File: config.mk
export PLATFORM = sky130hd
export DESIGN_NAME = calendar_date_evaluator
export DESIGN_NICKNAME = d
export VERILOG_FILES = /design/src/sv/cde_pkg.sv /design/src/sv/cde_year.sv /design/src/sv/cde_eval.sv /design/src/sv/calendar_date_evaluator.sv
export SDC_FILE = /design/constraint.sdc
export NUM_CORES = 1
export LEC_CHECK = 0
export BUFFER_PORTS_ARGS = -buffer_cell sky130_fd_sc_hd__buf_2
export CORE_ASPECT_RATIO = 0.5
export CORE_UTILIZATION = 60
export CTS_CLUSTER_SIZE = 40
export DETAILED_ROUTE_END_ITERATION = 6
export PLACE_DENSITY = 0.83
export SLEW_MARGIN = 40
export SYNTH_ARGS = -nofsm -noshare
export SYNTH_HDL_FRONTEND = slang
export SYNTH_SLANG_ARGS = --single-unit
File: constraint.sdc
create_clock -name i_clk -period 11.58 [get_ports i_clk]
set_clock_uncertainty 0.05 [all_clocks]
set_input_delay 2.316 -clock i_clk [delete_from_list [all_inputs] [get_ports i_clk]]
set_output_delay 2.316 -clock i_clk [all_outputs]
set_load 0.01 [all_outputs]
File: src/sv/cde_pkg.sv
// ---------------------------------------------------------------------------
// cde_pkg
// shared types, field widths and calendar tables for the date evaluator
// ---------------------------------------------------------------------------
package cde_pkg;

    localparam int unsigned DayW   = 5;
    localparam int unsigned MonthW = 4;
    localparam int unsigned YearW  = 14;
    localparam int unsigned LenW   = 5;
    localparam int unsigned DowW   = 3;
    localparam int unsigned DoyW   = 9;

    // month codes
    localparam logic [MonthW-1:0] MonJan = 4'd0;
    localparam logic [MonthW-1:0] MonFeb = 4'd1;
    localparam logic [MonthW-1:0] MonMar = 4'd2;
    localparam logic [MonthW-1:0] MonApr = 4'd3;
    localparam logic [MonthW-1:0] MonMay = 4'd4;
    localparam logic [MonthW-1:0] MonJun = 4'd5;
    localparam logic [MonthW-1:0] MonJul = 4'd6;
    localparam logic [MonthW-1:0] MonAug = 4'd7;
    localparam logic [MonthW-1:0] MonSep = 4'd8;
    localparam logic [MonthW-1:0] MonOct = 4'd9;
    localparam logic [MonthW-1:0] MonNov = 4'd10;
    localparam logic [MonthW-1:0] MonDec = 4'd11;

    localparam logic [LenW-1:0] LeapFebDays = 5'd29;
    localparam logic [DowW-1:0] DowSaturday = 3'd6;

    // floor(y / 100) = (y * YearRecip) >> YearShift for any 14-bit year
    localparam logic [12:0] YearRecip = 13'd5243;
    localparam int unsigned YearShift = 19;
    // floor(s / 7) = (s * WeekRecip) >> WeekShift for the weekday sum range
    localparam logic [7:0]  WeekRecip = 8'd147;
    localparam int unsigned WeekShift = 10;

    // year split handed from the first stage to the second
    typedef struct packed {
        logic       leap;
        logic [6:0] yy;     // year mod 100
        logic [1:0] cent;   // (year mod 400) / 100
    } t_year_info;

    // one result transaction
    typedef struct packed {
        logic            is_leap;
        logic [LenW-1:0] month_length;
        logic [DowW-1:0] day_of_week;
        logic [DoyW-1:0] day_of_year;
        logic            summer_time;
        logic            date_valid;
    } t_date_result;

    function automatic logic [2:0] month_key(input logic [MonthW-1:0] m);
        logic [2:0] k;
        unique case (m)
            MonJan:  k = 3'd1;
            MonFeb:  k = 3'd4;
            MonMar:  k = 3'd4;
            MonApr:  k = 3'd0;
            MonMay:  k = 3'd2;
            MonJun:  k = 3'd5;
            MonJul:  k = 3'd0;
            MonAug:  k = 3'd3;
            MonSep:  k = 3'd6;
            MonOct:  k = 3'd1;
            MonNov:  k = 3'd4;
            MonDec:  k = 3'd6;
            default: k = 3'd0;
        endcase
        return k;
    endfunction

    function automatic logic [2:0] century_key(input logic [1:0] c);
        logic [2:0] k;
        unique case (c)
            2'd0:    k = 3'd6;
            2'd1:    k = 3'd4;
            2'd2:    k = 3'd2;
            default: k = 3'd0;
        endcase
        return k;
    endfunction

    // common-year month lengths, zero for codes past december
    function automatic logic [LenW-1:0] month_days(input logic [MonthW-1:0] m);
        logic [LenW-1:0] n;
        unique case (m) inside
            MonJan, MonMar, MonMay, MonJul, MonAug, MonOct, MonDec: n = 5'd31;
            MonApr, MonJun, MonSep, MonNov:                         n = 5'd30;
            MonFeb:                                                 n = 5'd28;
            default:                                                n = 5'd0;
        endcase
        return n;
    endfunction

    // days ahead of the first of each month in a common year
    function automatic logic [DoyW-1:0] days_before(input logic [MonthW-1:0] m);
        logic [DoyW-1:0] n;
        unique case (m)
            MonJan:  n = 9'd0;
            MonFeb:  n = 9'd31;
            MonMar:  n = 9'd59;
            MonApr:  n = 9'd90;
            MonMay:  n = 9'd120;
            MonJun:  n = 9'd151;
            MonJul:  n = 9'd181;
            MonAug:  n = 9'd212;
            MonSep:  n = 9'd243;
            MonOct:  n = 9'd273;
            MonNov:  n = 9'd304;
            MonDec:  n = 9'd334;
            default: n = 9'd0;
        endcase
        return n;
    endfunction

endpackage

File: src/sv/cde_year.sv
// ---------------------------------------------------------------------------
// cde_year
// splits the year into year-of-century, century index and leap flag
// ---------------------------------------------------------------------------
module cde_year
    import cde_pkg::*;
(
    input  logic [YearW-1:0] i_year,
    output t_year_info       o_info
);

    logic [YearW+12:0] prod;
    logic [7:0]        quot;     // year / 100, at most 163
    logic [YearW-1:0]  hundreds;
    logic [YearW-1:0]  rem;

    always_comb begin
        prod     = (YearW+13)'(i_year) * (YearW+13)'(YearRecip);
        quot     = prod[YearShift+7:YearShift];
        // quot * 100 by shift and add
        hundreds = (YearW'(quot) << 6) + (YearW'(quot) << 5) + (YearW'(quot) << 2);
        rem      = i_year - hundreds;

        o_info.yy   = rem[6:0];
        o_info.cent = quot[1:0];
        // by 4, and not by 100 unless by 400
        o_info.leap = (i_year[1:0] == 2'b00)
                    && ((rem[6:0] != 7'd0) || (quot[1:0] == 2'b00));
    end

endmodule

File: src/sv/cde_eval.sv
// ---------------------------------------------------------------------------
// cde_eval
// month length, weekday, ordinal day and daylight-saving flag of one date
// ---------------------------------------------------------------------------
module cde_eval
    import cde_pkg::*;
(
    input  logic [DayW-1:0]   i_day,
    input  logic [MonthW-1:0] i_month,
    input  t_year_info        i_info,
    output t_date_result      o_res
);

    logic [LenW-1:0] mlen;
    logic            ok;
    logic            jan_fix;
    logic [7:0]      sum;
    logic [15:0]     prod7;
    logic [4:0]      quot7;
    logic [7:0]      rem7;
    logic [DowW-1:0] dow;
    logic [DoyW-1:0] doy;
    logic            summer;

    always_comb begin
        mlen = month_days(i_month);
        if ((i_month == MonFeb) && i_info.leap) begin
            mlen = LeapFebDays;
        end
        ok = (i_month <= MonDec) && (i_day != '0) && (i_day <= mlen);

        // key-value weekday sum, at most 166
        jan_fix = (i_month <= MonFeb) && i_info.leap;
        sum = 8'(i_info.yy[6:2]) + 8'(i_day) + 8'(month_key(i_month))
            + 8'(century_key(i_info.cent)) + 8'(i_info.yy) - 8'(jan_fix);

        prod7 = 16'(sum) * 16'(WeekRecip);
        quot7 = prod7[WeekShift+4:WeekShift];
        rem7  = sum - 8'(11'(quot7) * 11'd7);
        dow   = (rem7[2:0] != 3'd0) ? (rem7[2:0] - 3'd1) : DowSaturday;

        doy = days_before(i_month) + 9'((i_month >= MonMar) && i_info.leap)
            + 9'(i_day) - 9'd1;

        // second sunday of march and first sunday of november rule for the switch months
        case (i_month)
            MonMar:  summer = (6'(i_day) >= (6'(dow) + 6'd8));
            MonNov:  summer = (i_day <= 5'(dow));
            default: summer = (i_month >= MonApr) && (i_month <= MonOct);
        endcase

        o_res.is_leap      = i_info.leap;
        o_res.month_length = mlen;
        o_res.day_of_week  = ok ? dow : '0;
        o_res.day_of_year  = ok ? doy : '0;
        o_res.summer_time  = ok & summer;
        o_res.date_valid   = ok;
    end

endmodule

File: src/sv/calendar_date_evaluator.sv
// ---------------------------------------------------------------------------
// calendar_date_evaluator
// gregorian leap flag, month length, weekday, day of year and summer time
// ---------------------------------------------------------------------------
//
//  channel   handshake              payload
//  -------   --------------------   --------------------------------------
//  date in   i_start / o_busy       i_day, i_month, i_year
//  result    o_result_valid strobe  o_is_leap, o_month_length,
//                                   o_day_of_week, o_day_of_year,
//                                   o_summer_time, o_date_valid
//
//  one transaction per clock cycle; o_busy is always low
//  registers in order: input register, year split register (after the
//  divide-by-100 reciprocal multiply), result register after the weekday,
//  ordinal day and summer time logic
//  synchronous active-low reset clears only the stage valid bits
//  the receiver cannot stall: each result strobes for exactly one cycle
//
module calendar_date_evaluator
    import cde_pkg::*;
(
    input  logic              i_clk,
    input  logic              i_rst_n,
    input  logic              i_start,
    output logic              o_busy,
    input  logic [DayW-1:0]   i_day,
    input  logic [MonthW-1:0] i_month,
    input  logic [YearW-1:0]  i_year,
    output logic              o_result_valid,
    output logic              o_is_leap,
    output logic [LenW-1:0]   o_month_length,
    output logic [DowW-1:0]   o_day_of_week,
    output logic [DoyW-1:0]   o_day_of_year,
    output logic              o_summer_time,
    output logic              o_date_valid
);

    // stage 1: captured transaction
    logic              r_s1_valid;
    logic              n_s1_valid;
    logic [DayW-1:0]   r_s1_day;
    logic [MonthW-1:0] r_s1_month;
    logic [YearW-1:0]  r_s1_year;

    // stage 2: year split done
    logic              r_s2_valid;
    logic [DayW-1:0]   r_s2_day;
    logic [MonthW-1:0] r_s2_month;
    t_year_info        r_s2_info;
    t_year_info        n_s2_info;

    // result register
    logic              r_out_valid;
    t_date_result      r_out;
    t_date_result      n_out;

    // every stage moves each cycle, so nothing ever holds the input off
    assign o_busy     = 1'b0;
    assign n_s1_valid = i_start & ~o_busy;

    always_ff @(posedge i_clk) begin
        if (!i_rst_n) begin
            r_s1_valid  <= 1'b0;
            r_s2_valid  <= 1'b0;
            r_out_valid <= 1'b0;
        end else begin
            r_s1_valid  <= n_s1_valid;
            r_s2_valid  <= r_s1_valid;
            r_out_valid <= r_s2_valid;
        end
    end

    // payload registers carry no reset
    always_ff @(posedge i_clk) begin
        r_s1_day   <= i_day;
        r_s1_month <= i_month;
        r_s1_year  <= i_year;
        r_s2_day   <= r_s1_day;
        r_s2_month <= r_s1_month;
        r_s2_info  <= n_s2_info;
        r_out      <= n_out;
    end

    // year mod 100, century index and leap test
    cde_year u_year (
        .i_year (r_s1_year),
        .o_info (n_s2_info)
    );

    // per-date tables and weekday arithmetic
    cde_eval u_eval (
        .i_day   (r_s2_day),
        .i_month (r_s2_month),
        .i_info  (r_s2_info),
        .o_res   (n_out)
    );

    assign o_result_valid = r_out_valid;
    assign o_is_leap      = r_out.is_leap;
    assign o_month_length = r_out.month_length;
    assign o_day_of_week  = r_out.day_of_week;
    assign o_day_of_year  = r_out.day_of_year;
    assign o_summer_time  = r_out.summer_time;
    assign o_date_valid   = r_out.date_valid;

endmodule

* After elaboration in Yosys (flattened, before gate mapping)
Memories as Yosys holds them, arrays and structs flattened. A register that Yosys moved wholly into a read port is not among the register bits.
Cells that the tools add are included.
** Storage, ports and cells
- Bits in registers :: 65
- Bits in read-only memories :: 192
- Input port bits :: 26
- Output and inout port bits :: 22
- Memories :: 2
** Operators by class
- Add/sub/neg operators :: 14
- Multiply operators :: 3
- Magnitude comparators :: 8
- Equality and inequality tests :: 13
- Mux-type cells :: 5
- Bitwise gates (word level) :: 1
- Reduce and logical (&&, ||, !) cells :: 17
** Memories
- (no name shown) :: depth 16, width 9, read ports 1, clocked after memory_dff 1, write ports 0, line cde_pkg.sv:101 : unique case (m)
- (no name shown) :: depth 16, width 3, read ports 1, clocked after memory_dff 1, write ports 0, line cde_pkg.sv:57 : unique case (m)
** Operators with widths (number)
- multiplier 14 x 13 -> 24 bit (second input constant) :: 1
- adder 8 x 3 -> 8 bit :: 2
- equality test 4 x 3 -> 1 bit (second input constant) :: 4
- equality test 4 bit (second input constant) :: 4
- multiplier 8 x 8 -> 15 bit (second input constant) :: 1
- case mux 5 bit (3 select lines) :: 1
- adder 7 bit :: 2
- adder 9 x 1 -> 9 bit :: 1
- adder 9 x 5 -> 9 bit :: 1
- case mux 3 bit (3 select lines) :: 1
- subtractor 9 x 1 -> 9 bit (second input constant) :: 1
- adder 8 x 7 -> 8 bit :: 1
- equality test 4 x 2 -> 1 bit (second input constant) :: 2
- >= comparator 4 x 2 -> 1 bit (second input constant) :: 2
- less-or-equal comparator 4 bit (second input constant) :: 2
- subtractor 8 x 1 -> 8 bit :: 1
- logical AND 1 bit :: 7
- nonzero test 7 bit :: 1
- OR reduction 7 bit :: 1
- subtractor 7 bit :: 1
- adder 5 x 5 -> 6 bit :: 1
- >= comparator 5 x 6 -> 1 bit :: 1
- logical NOT 2 bit :: 3
- adder 3 x 4 -> 5 bit (second input constant) :: 1
- 18 further kinds :: 18

* Longest topological paths before layout
- Depth in word-level cells :: 14
- Gate-level depth with buffers :: 42
- Mapped depth without buffers :: 42

* Hierarchy
Synthesis repeated with hierarchy kept, for this count alone.
** Second synthesis, totals
- Cells, all modules :: 756
- Area total of the unflattened synthesis :: 7359.6 µm²
** Modules (own cells, without submodules)
- cde_year :: instances 1, cells an instance 342, area an instance 3352.0 µm², sequential area each 0.0 µm²
- cde_eval :: instances 1, cells an instance 344, area an instance 2676.3 µm², sequential area each 0.0 µm²
- calendar_date_evaluator :: instances 1, cells an instance 70, area an instance 1331.3 µm², sequential area each 1301.2 µm²

* Worst setup path before layout
Ideal clock, no wire load.
- Kind :: reg2reg
- From :: reg r_s2_day[0]
- To :: reg r_out (netlist bit o_summer_time)
- Setup time :: 78 ps
- Arrival time :: 8386 ps
- Required time :: 11452 ps
- Setup slack :: 3066 ps
- Cell stages (with the launch flop) :: 39
- Path buffers :: 0
- Clock period less this slack :: 8514 ps
- Path through :: dfxtp_1 > ha_1 > fa_1 > inv_1 > ha_1 > fa_1 > inv_1 > fa_1 > ha_1 > fa_1 > a21oi_1 > nor2_1 > nor2_1 > o21bai_1 > a21oi_1 > xnor2_1 > fa_1 > fa_1 > [... 3 more ...] > o21ai_2 > a21oi_1 > a2111oi_0 > o2111ai_1 > fa_1 > xor2_1 > xnor2_1 > xnor2_1 > xnor2_1 > xnor2_1 > ha_1 > nor2b_1 > ha_1 > a21o_1 > a21oi_1 > o211ai_1 > a32o_1 > nor3_1
** RTL lines
- start, declared :: line calendar_date_evaluator.sv:48 : logic [DayW-1:0] r_s2_day;
- start signal, assigned :: line calendar_date_evaluator.sv:79 : r_s2_day <= r_s1_day;
- end signal, assigned :: line calendar_date_evaluator.sv:82 : r_out <= n_out;
- end, declared :: line calendar_date_evaluator.sv:55 : t_date_result r_out;

==> impl_metrics.py <==
metrics = {
    "yosys": {
        "ys_warn_count": 0,
        "synth_seq_cells": 75,
        "synth_cell_types": 53,
        "netlist_instances": 785,
        "seq_area_frac_synth_pct": 19.6,
        "avgSynthCellArea_um2": 9.75,
        "synth_top_area_share_pct": 29.7,
        "synth_edf_count": 0,
        "yosysTopAreaCell": "ha_1",
        "synthTopCellsByArea": "ha_1 (30%), dfxtp_1 (20%), fa_1 (20%), inv_1 (10%), xnor2_1 (3.8%)",
        "netlist_area_um2": 7660,
        "syn_nets": 1068,
        "ys_async_sr_fraction_pct": 0,
        "ys.flop_type": "dfxtp_1",
    },
    "worst_hold_path": {
        "hp-class": "reg2reg",
        "worstHoldStart": "r_s1_day[4]",
        "holdPathEnd": "r_s2_day[4]",
        "whs_path_depth": 0,
    },
    "setup_path": {
        "crit_top_cell": "ha_1",
        "ff2ff_path_depth": 39,
        "r2r_slack_ns": 2.45,
        "critical_path.max_fanout": 8,
        "cp.arrival_ns": 9.34,
        "timing.rr.start": "r_s2_day[0]",
        "cp.required_ns": 11.79,
        "worstSetupEndpointType": "flop",
        "max_stage_delay_ns": 0.54,
        "r2r-end": "o_summer_time",
        "startpoint_type": "flop",
        "cp_slowest_cell": "fa_1",
        "path_class": "reg2reg",
    },
    "clock_network": {
        "clockBufferDepth": 2,
        "clock-sinks": 75,
        "post_cts_buffers": 0,
        "cts_buffers": 9,
        "cts_tree": "built",
        "root_buffer": "clkbuf_16",
        "cts_hold_buf": 0,
        "cts_max_level": 3,
        "clk_pin_slew_worst_paths_ns": 0.06,
        "postCtsResizedCells": 0,
        "clk_latency_ns": 0.34,
    },
    "outcome": {
        "status": "finished clean",
    },
    "floorplanning": {
        "row_count": 28,
        "io_pins": 48,
        "dieArea_um2": 13200,
        "start_util_pct": 63.2,
        "dieWidth_um": 162,
        "fp.dieH_um": 81.9,
        "core_um2": 12100,
    },
    "grt": {
        "first_global_vias": 5490,
        "grt_pass1_wl_um": 24400,
        "grt-ovfl-total": 0,
        "grt_use_total_pct": 23.6,
        "antenna_found_initial": 0,
        "grt_max_degree": 19,
    },
    "sta": {
        "grt_setup_unrepaired": "no",
        "final_hold_viol_count": 0,
        "period_minus_slack_ns": 9.13,
        "final_max_slew_viol_count": 0,
        "maxSlewHeadroom_pct": 60.5,
        "period_share_pct": 78.8,
        "tns_ns": 0,
        "setup_viol": 0,
        "max_freq_mhz": 110,
        "worstMarginPinSlew_ns": 0.588,
    },
    "routing": {
        "via_per_inst": 5.25,
        "drt_iter0_drc": 232,
        "drcViolationCount": 0,
        "wl_per_cell_um": 14.3,
        "drtPass1Iterations": 5,
        "num_vias": 5268,
        "ant_nets": 0,
        "routed_wirelength_um": 14300,
    },
    "final_layout": {
        "area_delta_synth_final_pct": 8.97,
        "final_nets": 1116,
        "drive_gt1_share_pct": 8.11,
        "diodes": 0,
        "layout_common_cells": "inv_1 (208), ha_1 (182), fa_1 (75), dfxtp_1 (75), buf_2 (46)",
        "final_common_cell": "inv_1",
    },
    "placement": {
        "io_buffers": 46,
        "dp_hpwl_um": 11900,
        "gp_congestion": 0.914,
    },
    "run": {
        "maxCapViolCount": 0,
    },
}
routing by layer:
| metal | wire, µm | GRT usage, % | part of all wire (%) | vias to the layer above |
|---|---|---|---|---|
| met4 | 336 | 8.68 | 2.3 | 0 |
| li1 | - | - | - | 2614 |
| met2 | 7150 | 43.6 | 50 | 131 |
| met5 | 0 | 0 | 0 | - |
| met3 | 613 | 4.55 | 4.3 | 29 |
| met1 | 6210 | 27.9 | 43 | 2494 |
final cells by class:
cell class / count / area [µm²]
flip-flops and latches: 75 / 1500
repair buffers: 46 / 230
clock buffers: 9 / 225
inverters: 208 / 781
well taps: 165 / 206
clock inverters: 7 / 70.1
fillers: 880 / 3780
multi-input cells: 493 / 5330
through the flow:
step           utilization, %  hold WS, ns  setup WS (ns)  area (µm²)  instances
2_1_floorplan               -        0.260           3.07        7660        785
3_3_place_gp             66.4        0.262           2.78        8050        987
3_5_place_dp             66.4        0.262           2.52        8050        987
4_1_cts                  68.8        0.272           2.47        8340       1003
5_1_grt                  68.8        0.292           1.75        8340       1003
6_report                 68.8        0.272           2.45        8340       1003
cells in the mapped netlist (all sizes together) (6+ instances only):
cell      n
nand2    15
xnor2    33
xor2      9
a21oi    33
inv     208
nor2b     8
clkbuf    6
nor3     12
a21o      9
nor2     26
fa       75
o21a      6
o21ai    17
ha      182
dfxtp    75
worst max path at each step:
stage / startpoint / end / depth (start not counted)
2_1_floorplan: r_s2_day[0] / o_summer_time / 38
3_3_place_gp: r_s2_day[0] / o_summer_time / 39
3_5_place_dp: r_s2_day[0] / o_summer_time / 38
4_1_cts: r_s2_day[0] / o_summer_time / 38
5_1_grt: r_s2_day[0] / o_summer_time / 39
6_report: r_s2_day[0] / o_summer_time / 39
cells by family (layout without fill, tap and decap cells):
| group | count (synthesis) | after routing | synth area share, % |
|---|---|---|---|
| other cells | 1 | 1 | 0.0490 |
| fa+ha+maj | 257 | 257 | 49.3 |
| xor+xnor | 43 | 43 | 5.10 |
| flops | 75 | 75 | 19.6 |
| buf+inv | 217 | 270 | 10.8 |
| simple gates | 91 | 91 | 6.00 |
| compound gates | 97 | 97 | 8.58 |
| mux | 4 | 4 | 0.539 |
worst max-delay path, delay by kind of cell, from the launching register on:
kind	cells	cell delay, ns
xor gates and xnor gates	6	0.97
DFF	1	0.34
and+or+nand+nor	4	0.52
AOI/OAI and AO/OA	11	1.89
buffers and inverters	4	0.36
adders and majority gates	14	4.94
Power is left out: the tool's default activity adds up to more than one toggle a clock period on the data nets, which glitch-free logic cannot reach.
